<file path="src/design/ftrt_pkg.sv">
// Shared types, constants and the FLV header table for the tag range trimmer.
package ftrt_pkg;

    localparam int REG_W = 40;
    localparam int HEAD_LEN = 13;
    localparam int HEAD_IDX_W = 4;
    localparam int TAG_OVERHEAD = 15;
    localparam int TAG_HDR_LAST = 10;
    localparam int FILE_HDR_LAST = 12;
    localparam int FIRST_TAG_OFFSET = 13;
    localparam int QUEUE_DEPTH = 4;
    localparam int QPTR_W = 2;
    localparam int QCNT_W = 3;

    localparam logic CFG_START = 1'b0;
    localparam logic CFG_END = 1'b1;

    typedef struct packed {
        logic [7:0] data;
        logic       head;
        logic       stream_end;
    } op_t;

    function automatic logic [7:0] head_byte(input logic [HEAD_IDX_W-1:0] idx);
        logic [7:0] b;
        case (idx)
            4'd0: b = 8'h46;
            4'd1: b = 8'h4C;
            4'd2: b = 8'h56;
            4'd3: b = 8'h01;
            4'd4: b = 8'h05;
            4'd8: b = 8'h09;
            default: b = 8'h00;
        endcase
        return b;
    endfunction

endpackage

</file>
<file path="src/design/ftrt_front.sv">
// Front part: configuration registers, FLV tag parser and transaction classifier.
module ftrt_front #(
    parameter int OFFSET_BITS = 40
) (
    input  logic                       clk,
    input  logic                       rst_n,
    input  logic                       cfg_write,
    input  logic                       cfg_index,
    input  logic [ftrt_pkg::REG_W-1:0] cfg_data,
    input  logic                       accept,
    input  logic [7:0]                 data_byte,
    input  logic                       first_byte,
    output logic                       op_valid,
    output ftrt_pkg::op_t              op
);

    localparam logic [1:0] MODE_HEADER = 2'd0;
    localparam logic [1:0] MODE_SEEK = 2'd1;
    localparam logic [1:0] MODE_PASS = 2'd2;
    localparam logic [1:0] MODE_LAST = 2'd3;

    localparam int CW = (OFFSET_BITS > ftrt_pkg::REG_W) ? OFFSET_BITS : ftrt_pkg::REG_W;
    localparam int SW = OFFSET_BITS + 2;
    localparam logic [OFFSET_BITS-1:0] OFF_MAX = {OFFSET_BITS{1'b1}};

    logic [ftrt_pkg::REG_W-1:0] start_reg;
    logic [ftrt_pkg::REG_W-1:0] end_reg;

    logic [1:0]             mode_reg, mode_next, cur_mode;
    logic [OFFSET_BITS-1:0] pos_reg, pos_next, cur_pos;
    logic [OFFSET_BITS-1:0] nto_reg, nto_next, cur_nto;
    logic [OFFSET_BITS-1:0] cto_reg, cto_next, cur_cto;
    logic [3:0]             tbi_reg, tbi_next, cur_tbi;
    logic [23:0]            acc_reg, acc_next, cur_acc;

    logic [23:0]            hb_acc;
    logic                   hb_done;
    logic [3:0]             hb_tbi;
    logic [SW-1:0]          hb_sum;
    logic [OFFSET_BITS-1:0] hb_nto;
    logic                   at_max;
    logic                   ge_start;
    logic                   ge_end;
    logic                   ge_hdr;
    logic                   ge_nto;
    logic                   tag_start;
    logic [OFFSET_BITS:0]   pos_plus1;

    always_comb
    begin
        if (first_byte)
        begin
            cur_mode = MODE_HEADER;
            cur_pos = '0;
            cur_nto = OFFSET_BITS'(ftrt_pkg::FIRST_TAG_OFFSET);
            cur_cto = '0;
            cur_tbi = '0;
            cur_acc = '0;
        end
        else
        begin
            cur_mode = mode_reg;
            cur_pos = pos_reg;
            cur_nto = nto_reg;
            cur_cto = cto_reg;
            cur_tbi = tbi_reg;
            cur_acc = acc_reg;
        end
    end

    assign hb_acc = (cur_tbi >= 4'd1 && cur_tbi <= 4'd3) ? {cur_acc[15:0], data_byte} : cur_acc;
    assign hb_done = (cur_tbi >= 4'(ftrt_pkg::TAG_HDR_LAST));
    assign hb_tbi = hb_done ? 4'd0 : cur_tbi + 4'd1;
    assign hb_sum = SW'(cur_cto) + SW'(ftrt_pkg::TAG_OVERHEAD) + SW'(hb_acc);
    assign hb_nto = (hb_sum > SW'(OFF_MAX)) ? OFF_MAX : hb_sum[OFFSET_BITS-1:0];

    assign at_max = (cur_pos == OFF_MAX);
    assign ge_start = (CW'(cur_pos) >= CW'(start_reg));
    assign ge_end = (CW'(cur_pos) >= CW'(end_reg));
    assign ge_hdr = (cur_pos >= OFFSET_BITS'(ftrt_pkg::FILE_HDR_LAST));
    assign ge_nto = (cur_pos >= cur_nto);
    assign pos_plus1 = {1'b0, cur_pos} + {{OFFSET_BITS{1'b0}}, 1'b1};

    always_comb
    begin
        mode_next = cur_mode;
        pos_next = at_max ? cur_pos : pos_plus1[OFFSET_BITS-1:0];
        nto_next = cur_nto;
        cto_next = cur_cto;
        tbi_next = cur_tbi;
        acc_next = cur_acc;
        tag_start = 1'b0;
        op_valid = 1'b0;
        op.data = data_byte;
        op.head = 1'b0;
        op.stream_end = 1'b0;
        if (start_reg == '0)
        begin
            op_valid = 1'b1;
        end
        else
        begin
            case (cur_mode)
                MODE_HEADER:
                begin
                    if (ge_hdr)
                    begin
                        mode_next = MODE_SEEK;
                        nto_next = OFFSET_BITS'(ftrt_pkg::FIRST_TAG_OFFSET);
                        tbi_next = '0;
                    end
                end
                MODE_LAST:
                begin
                    if (cur_tbi != 4'd0)
                    begin
                        acc_next = hb_acc;
                        tbi_next = hb_tbi;
                        if (hb_done)
                        begin
                            nto_next = hb_nto;
                        end
                        op_valid = 1'b1;
                    end
                    else if (!ge_nto)
                    begin
                        op_valid = 1'b1;
                    end
                    op.stream_end = (tbi_next == 4'd0) && (pos_plus1 == {1'b0, nto_next});
                end
                default:
                begin
                    if (cur_tbi != 4'd0)
                    begin
                        acc_next = hb_acc;
                        tbi_next = hb_tbi;
                        if (hb_done)
                        begin
                            nto_next = hb_nto;
                        end
                    end
                    else
                    begin
                        tag_start = (cur_pos == cur_nto) && !at_max;
                        if (tag_start)
                        begin
                            cto_next = cur_pos;
                            acc_next = '0;
                            tbi_next = 4'd1;
                        end
                    end
                    if (cur_mode == MODE_SEEK)
                    begin
                        if (tag_start && ge_start)
                        begin
                            op_valid = 1'b1;
                            op.head = 1'b1;
                            mode_next = MODE_PASS;
                        end
                    end
                    else
                    begin
                        if (tag_start && (end_reg != '0) && ge_end)
                        begin
                            mode_next = MODE_LAST;
                        end
                        op_valid = 1'b1;
                    end
                end
            endcase
        end
    end

    always_ff @(posedge clk or negedge rst_n)
    begin
        if (!rst_n)
        begin
            start_reg <= '0;
            end_reg <= '0;
        end
        else if (cfg_write)
        begin
            if (cfg_index == ftrt_pkg::CFG_START)
            begin
                start_reg <= cfg_data;
            end
            else
            begin
                end_reg <= cfg_data;
            end
        end
    end

    always_ff @(posedge clk or negedge rst_n)
    begin
        if (!rst_n)
        begin
            mode_reg <= MODE_HEADER;
            pos_reg <= '0;
            nto_reg <= OFFSET_BITS'(ftrt_pkg::FIRST_TAG_OFFSET);
            cto_reg <= '0;
            tbi_reg <= '0;
            acc_reg <= '0;
        end
        else if (accept)
        begin
            mode_reg <= mode_next;
            pos_reg <= pos_next;
            nto_reg <= nto_next;
            cto_reg <= cto_next;
            tbi_reg <= tbi_next;
            acc_reg <= acc_next;
        end
    end

endmodule

</file>
<file path="src/design/ftrt_queue.sv">
// Short queue of classified transactions between the parser and the emitter.
module ftrt_queue (
    input  logic                        clk,
    input  logic                        rst_n,
    input  logic                        wr_en,
    input  ftrt_pkg::op_t               wr_op,
    input  logic                        rd_en,
    output ftrt_pkg::op_t               rd_op,
    output logic                        full,
    output logic                        empty,
    output logic [ftrt_pkg::QCNT_W-1:0] level
);

    ftrt_pkg::op_t                 slot_reg [ftrt_pkg::QUEUE_DEPTH];
    logic [ftrt_pkg::QPTR_W-1:0]   wr_ptr_reg;
    logic [ftrt_pkg::QPTR_W-1:0]   rd_ptr_reg;
    logic [ftrt_pkg::QCNT_W-1:0]   count_reg, count_next;

    assign full = (count_reg == ftrt_pkg::QCNT_W'(ftrt_pkg::QUEUE_DEPTH));
    assign empty = (count_reg == '0);
    assign level = count_reg;
    assign rd_op = slot_reg[rd_ptr_reg];

    always_comb
    begin
        count_next = count_reg;
        if (wr_en && !rd_en)
        begin
            count_next = count_reg + 1'b1;
        end
        else if (rd_en && !wr_en)
        begin
            count_next = count_reg - 1'b1;
        end
    end

    always_ff @(posedge clk)
    begin
        if (wr_en)
        begin
            slot_reg[wr_ptr_reg] <= wr_op;
        end
    end

    always_ff @(posedge clk or negedge rst_n)
    begin
        if (!rst_n)
        begin
            wr_ptr_reg <= '0;
            rd_ptr_reg <= '0;
            count_reg <= '0;
        end
        else
        begin
            if (wr_en)
            begin
                wr_ptr_reg <= wr_ptr_reg + 1'b1;
            end
            if (rd_en)
            begin
                rd_ptr_reg <= rd_ptr_reg + 1'b1;
            end
            count_reg <= count_next;
        end
    end

endmodule

</file>
<file path="src/design/ftrt_back.sv">
// Back part: expands queued transactions into output bytes, inserting the FLV header.
module ftrt_back (
    input  logic          clk,
    input  logic          rst_n,
    input  logic          q_empty,
    input  ftrt_pkg::op_t q_op,
    output logic          q_pop,
    input  logic          pop,
    output logic          empty,
    output logic [7:0]    out_byte,
    output logic          run_last,
    output logic          stream_end,
    output logic          inserting
);

    logic                              valid_reg;
    logic [7:0]                        byte_reg;
    logic                              last_reg;
    logic                              end_reg;
    logic [ftrt_pkg::HEAD_IDX_W-1:0]   hidx_reg;
    logic                              load;
    logic                              head_done;

    assign load = (!valid_reg || pop) && !q_empty;
    assign head_done = (hidx_reg == ftrt_pkg::HEAD_IDX_W'(ftrt_pkg::HEAD_LEN));
    assign q_pop = load && (!q_op.head || head_done);

    assign empty = !valid_reg;
    assign out_byte = byte_reg;
    assign run_last = last_reg;
    assign stream_end = end_reg;
    assign inserting = (hidx_reg != '0);

    always_ff @(posedge clk)
    begin
        if (load)
        begin
            if (q_op.head && !head_done)
            begin
                byte_reg <= ftrt_pkg::head_byte(hidx_reg);
                last_reg <= 1'b0;
                end_reg <= 1'b0;
            end
            else
            begin
                byte_reg <= q_op.data;
                last_reg <= 1'b1;
                end_reg <= q_op.stream_end;
            end
        end
    end

    always_ff @(posedge clk or negedge rst_n)
    begin
        if (!rst_n)
        begin
            valid_reg <= 1'b0;
            hidx_reg <= '0;
        end
        else
        begin
            if (load)
            begin
                valid_reg <= 1'b1;
                if (q_op.head && !head_done)
                begin
                    hidx_reg <= hidx_reg + 1'b1;
                end
                else
                begin
                    hidx_reg <= '0;
                end
            end
            else if (pop)
            begin
                valid_reg <= 1'b0;
            end
        end
    end

endmodule

</file>
<file path="src/design/flv_tag_range_trimmer.sv">
// Top level of the FLV tag range trimmer: parser, transaction queue and byte emitter.
// A kept byte passes through a queue slot and the output register to the result ports.
// Throughput: one input byte per cycle unless the queue is full; while the 13 inserted
// header bytes go out, the head entry waits and the four-entry queue fills, stalling input.
// Reset: both offset registers clear to zero (trimming off), the parser returns to the
// file header phase, and the queue and output register are empty.
module flv_tag_range_trimmer #(
    parameter int OFFSET_BITS = 40
) (
    input  logic                       clk,
    input  logic                       rst_n,
    input  logic                       cfg_write,
    input  logic                       cfg_index,
    input  logic [ftrt_pkg::REG_W-1:0] cfg_data,
    input  logic                       push,
    output logic                       full,
    input  logic [7:0]                 data_byte,
    input  logic                       first_byte,
    output logic                       empty,
    input  logic                       pop,
    output logic [7:0]                 out_byte,
    output logic                       run_last,
    output logic                       stream_end
);

    logic                          accept;
    logic                          op_valid;
    ftrt_pkg::op_t                 front_op;
    ftrt_pkg::op_t                 head_op;
    logic                          q_full;
    logic                          q_empty;
    logic                          q_pop;
    logic [ftrt_pkg::QCNT_W-1:0]   q_level;
    logic                          inserting;

    assign full = q_full;
    assign accept = push && !q_full;

    ftrt_front #(
        .OFFSET_BITS (OFFSET_BITS)
    ) u_front (
        .clk        (clk),
        .rst_n      (rst_n),
        .cfg_write  (cfg_write),
        .cfg_index  (cfg_index),
        .cfg_data   (cfg_data),
        .accept     (accept),
        .data_byte  (data_byte),
        .first_byte (first_byte),
        .op_valid   (op_valid),
        .op         (front_op)
    );

    ftrt_queue u_queue (
        .clk    (clk),
        .rst_n  (rst_n),
        .wr_en  (accept && op_valid),
        .wr_op  (front_op),
        .rd_en  (q_pop),
        .rd_op  (head_op),
        .full   (q_full),
        .empty  (q_empty),
        .level  (q_level)
    );

    ftrt_back u_back (
        .clk        (clk),
        .rst_n      (rst_n),
        .q_empty    (q_empty),
        .q_op       (head_op),
        .q_pop      (q_pop),
        .pop        (pop),
        .empty      (empty),
        .out_byte   (out_byte),
        .run_last   (run_last),
        .stream_end (stream_end),
        .inserting  (inserting)
    );

    a_level_bound: assert property (@(posedge clk) disable iff (!rst_n)
        q_level <= ftrt_pkg::QCNT_W'(ftrt_pkg::QUEUE_DEPTH))
        else $error("Transaction queue level exceeds its depth.");

    a_insert_shape: assert property (@(posedge clk) disable iff (!rst_n)
        inserting |-> (!empty && !run_last))
        else $error("Inserted header byte is missing or marked as last.");

    a_end_is_last: assert property (@(posedge clk) disable iff (!rst_n)
        (!empty && stream_end) |-> run_last)
        else $error("Stream end flagged on a byte that is not the last of its transaction.");

endmodule

</file>
<file path="config.mk">
export PLATFORM = sky130hd
export DESIGN_NAME = flv_tag_range_trimmer
export DESIGN_NICKNAME = d
export VERILOG_FILES = /design/src/design/ftrt_pkg.sv /design/src/design/ftrt_front.sv /design/src/design/ftrt_queue.sv /design/src/design/ftrt_back.sv /design/src/design/flv_tag_range_trimmer.sv
export SDC_FILE = /design/constraint.sdc
export NUM_CORES = 1
export LEC_CHECK = 0
export ABC_AREA = 1
export BUFFER_PORTS_ARGS = -buffer_cell sky130_fd_sc_hd__buf_2
export CAP_MARGIN = 5
export CORE_MARGIN = 5
export CORE_UTILIZATION = 50
export CTS_CLUSTER_DIAMETER = 50
export DETAILED_ROUTE_END_ITERATION = 10
export HOLD_SLACK_MARGIN = 0.08
export PLACE_DENSITY = 0.63
export SETUP_SLACK_MARGIN = 0.02
export SKIP_CTS_REPAIR_TIMING = 1
export SYNTH_ARGS = -nofsm -noshare
export SYNTH_HDL_FRONTEND = slang
export SYNTH_SLANG_ARGS = --single-unit
</file>
<file path="constraint.sdc">
create_clock -name clk -period 9.85 [get_ports clk]
set_clock_uncertainty 0.05 [all_clocks]
set_input_delay 2.955 -clock clk [delete_from_list [all_inputs] [get_ports clk]]
set_output_delay 2.955 -clock clk [all_outputs]
set_load 0.005 [all_outputs]
</file>
==> flow_summary_export.csv <==
group,metric,value,unit
floorplan,start_util,50.3,%
clocking,insertion_delay,0.59,ns
floorplan,core-area,0.0475,mm^2
sta,hold_slack,0.432,ns
sta,maxSlewViolCount,0,
placed_design,place.gp.congestion,1.01,
global_route,grt-ovfl-total,0,
setup_path,rrSetupSlack,3.37,ns
setup_path,slowest_delay,0.54,ns
power_and_ir_drop,pwr_density_cell,201,mW/mm^2
logic_synthesis,yosysSeqAreaShare,31.6,%
logic_synthesis,synth_area,0.0239,mm^2
setup_path,crit_family,"simple AND/OR/NAND/NOR gates",
sta,setup_violations,0,
power_and_ir_drop,leakage,12.6,nW
logic_synthesis,synth_enable_flop_cells,50,
logic_synthesis,avgSynthCellArea,6.68,um^2
global_route,grt_pass1_vias,24157,
detailed_routing,avgViaCountPerCell,5.91,
setup_path,cp-start-kind,"input port",
logic_synthesis,yosys_most_used_dff,"dfrtp_1",
detailed_routing,drt_iter0_markers,2516,
clocking,cts-buffers-inserted,44,
clocking,clock-sinks,292,
setup_path,setup.worst_path.end_class,"register",
detailed_routing,drc,0,
sta,fin_crit_sh,89.3,%
floorplan,ios,67,
floorplan,die_x,229,um
detailed_routing,drtPass1Iterations,5,
global_route,grtUsageTotal,35.3,%
flow_run,maxCapViolations,0,
logic_synthesis,yosysTopAreaCell,"dfrtp_1",
detailed_routing,ant_nets,0,
logic_synthesis,syn_nets,3798,
setup_path,worst-path-max-fanout,45,
outcome,status,"complete, no violations",
hold_path,hp-class,"register to register",
global_route,grt_max_degree,152,
logic_synthesis,yosysWarnings,0,
setup_path,cp.required,10.25,ns
sta,relSlewSlack,20.0,%
setup_path,cp_slowest_cell,"o21ai_0",
detailed_routing,routed_wl,94900,um
clocking,clockRootBuffer,"clkbuf_16",
sta,tightest_slew,1.20,ns
logic_synthesis,synth_area_leaders,"dfrtp_1, nand2_1, inv_1",
floorplan,die_area,0.0523,mm^2
logic_synthesis,synth-async-reset-ratio,82.9,%
setup_path,worst_path_most_repeated_cell,"nor2_1",
clocking,ctsHtreeMaxLevel,2,
clocking,cts_buffer_depth,3,
clocking,clkTransAtPathRegs,0.06,ns
sta,final_hold_viol_count,0,
sta,fin_tns_setup,0,ns
setup_path,cp.arrival,9.20,ns
layout,fin_nets,3832,
setup_path,timing.setup.critical_path_class,"input port to register",
logic_synthesis,ys_seq_elements,292,
placed_design,port_buffers,66,
floorplan,die_h,229,um
power_and_ir_drop,peakVddDrop,0.000162,V
detailed_routing,num_vias,25233,
detailed_routing,wl_per_cell,22.2,um
logic_synthesis,yosysMostFrequentCell,"nand2_1",
sta,fin_crit,8.80,ns
global_route,grt_antenna_before_repair,5,
logic_synthesis,synthCells,3580,
sta,fmax,0.114,GHz
setup_path,worst-path-buf-inv,6,
global_route,grt_pass1_wl,144000,um
layout,area_growth,10.5,%
sta,rsz0062_at_grt,"no",
layout,post_route_cells_drive_above_1_share,7.26,%
logic_synthesis,ys_top_cells_by_count,"nand2_1, inv_1, nor2_1",
logic_synthesis,synth_cell_types,61,
floorplan,rows,80,
clocking,cts_tree,"yes",
placed_design,dp_hpwl,73400,um
logic_synthesis,synth_top_area_share,25.0,%
## report_power, final
group / internal [mW] / total (mW) / switching [mW]
sequential: 1.45 / 1.58 / 0.126
combinational: 0.617 / 2.15 / 1.53
clock: 0.946 / 1.60 / 0.652
## layer usage
layer	GRT usage (%)	up-vias	routed length [um]
met5	0	-	13
met4	18.6	2	5980
met3	5.55	275	7960
met2	56.8	1248	42600
met1	45.9	11890	38400
li1	-	11818	-
## layout by cell type, fill, tap and decap left out, types with 13 or more instances in the layout
master,instances
ha_1,161
o21ai_0,371
xor2_1,61
nor3_1,42
a22oi_1,13
nor2_2,21
nand4_1,67
a31oi_1,14
nand2_1,770
a21oi_1,172
o22ai_1,49
dfrtp_1,239
buf_4,57
nor4_1,33
a21boi_0,16
nand3_1,267
nand3b_1,15
buf_2,64
nor2_1,394
edfxtp_1,50
clkbuf_16,44
xnor2_1,16
inv_1,560
## per-stage QoR
step	cells	total power [mW]	cell area [um^2]	util, %	worst slack [ns]
after floorplan	3580	2.92	23900	-	2.29
after detailed placement	4181	3.67	24900	52.4	0.582
after global placement	4181	3.61	24900	52.4	0.781
after CTS	4262	5.29	26400	55.5	1.16
final	4267	5.32	26400	55.6	1.05
after global routing	4264	5.63	26400	55.6	0.524
## layout make-up
cell class / count / area (um^2)
clock inverters: 30 / 309
repair buffers: 125 / 831
multi-input cells: 2580 / 13600
inverters: 571 / 2150
clock buffers: 51 / 1170
flip-flops and latches: 292 / 7560
well taps: 615 / 769
diodes: 3 / 7.51
fillers: 4610 / 21100
## kinds of logic after synthesis
kind of cell | count (synthesis) | share of synthesized area (%)
adder cells (fa/ha/maj) | 163 | 8.56
buffers and inverters | 708 | 11.5
AND/OR/NAND/NOR | 1643 | 29.6
XOR/XNOR | 77 | 2.82
AO/OA/AOI/OAI | 697 | 15.9
flip-flops | 292 | 31.6
## path summary, 6_finish.rpt
kind	end	cells after the start	startpoint
setup / recovery	u_queue.slot_reg[0][0]	29	first_byte
hold / removal	u_front.nto_reg[20]	2	u_front.nto_reg[20]
hold reg to reg	u_front.nto_reg[20]	2	u_front.nto_reg[20]
setup reg to reg	u_queue.slot_reg[0][0]	29	u_front.tbi_reg[1]
max in group asynchronous	u_front.nto_reg[16]	2	rst_n
min in group asynchronous	u_back.hidx_reg[1]	1	rst_n
## tightest hold or removal path, stage by stage (launching register included)
cell     delay (ns)
dfrtp_1        0.34
nand2_1        0.05
nand2_1        0.05
Note: power is estimated with default switching activity, not from simulation.
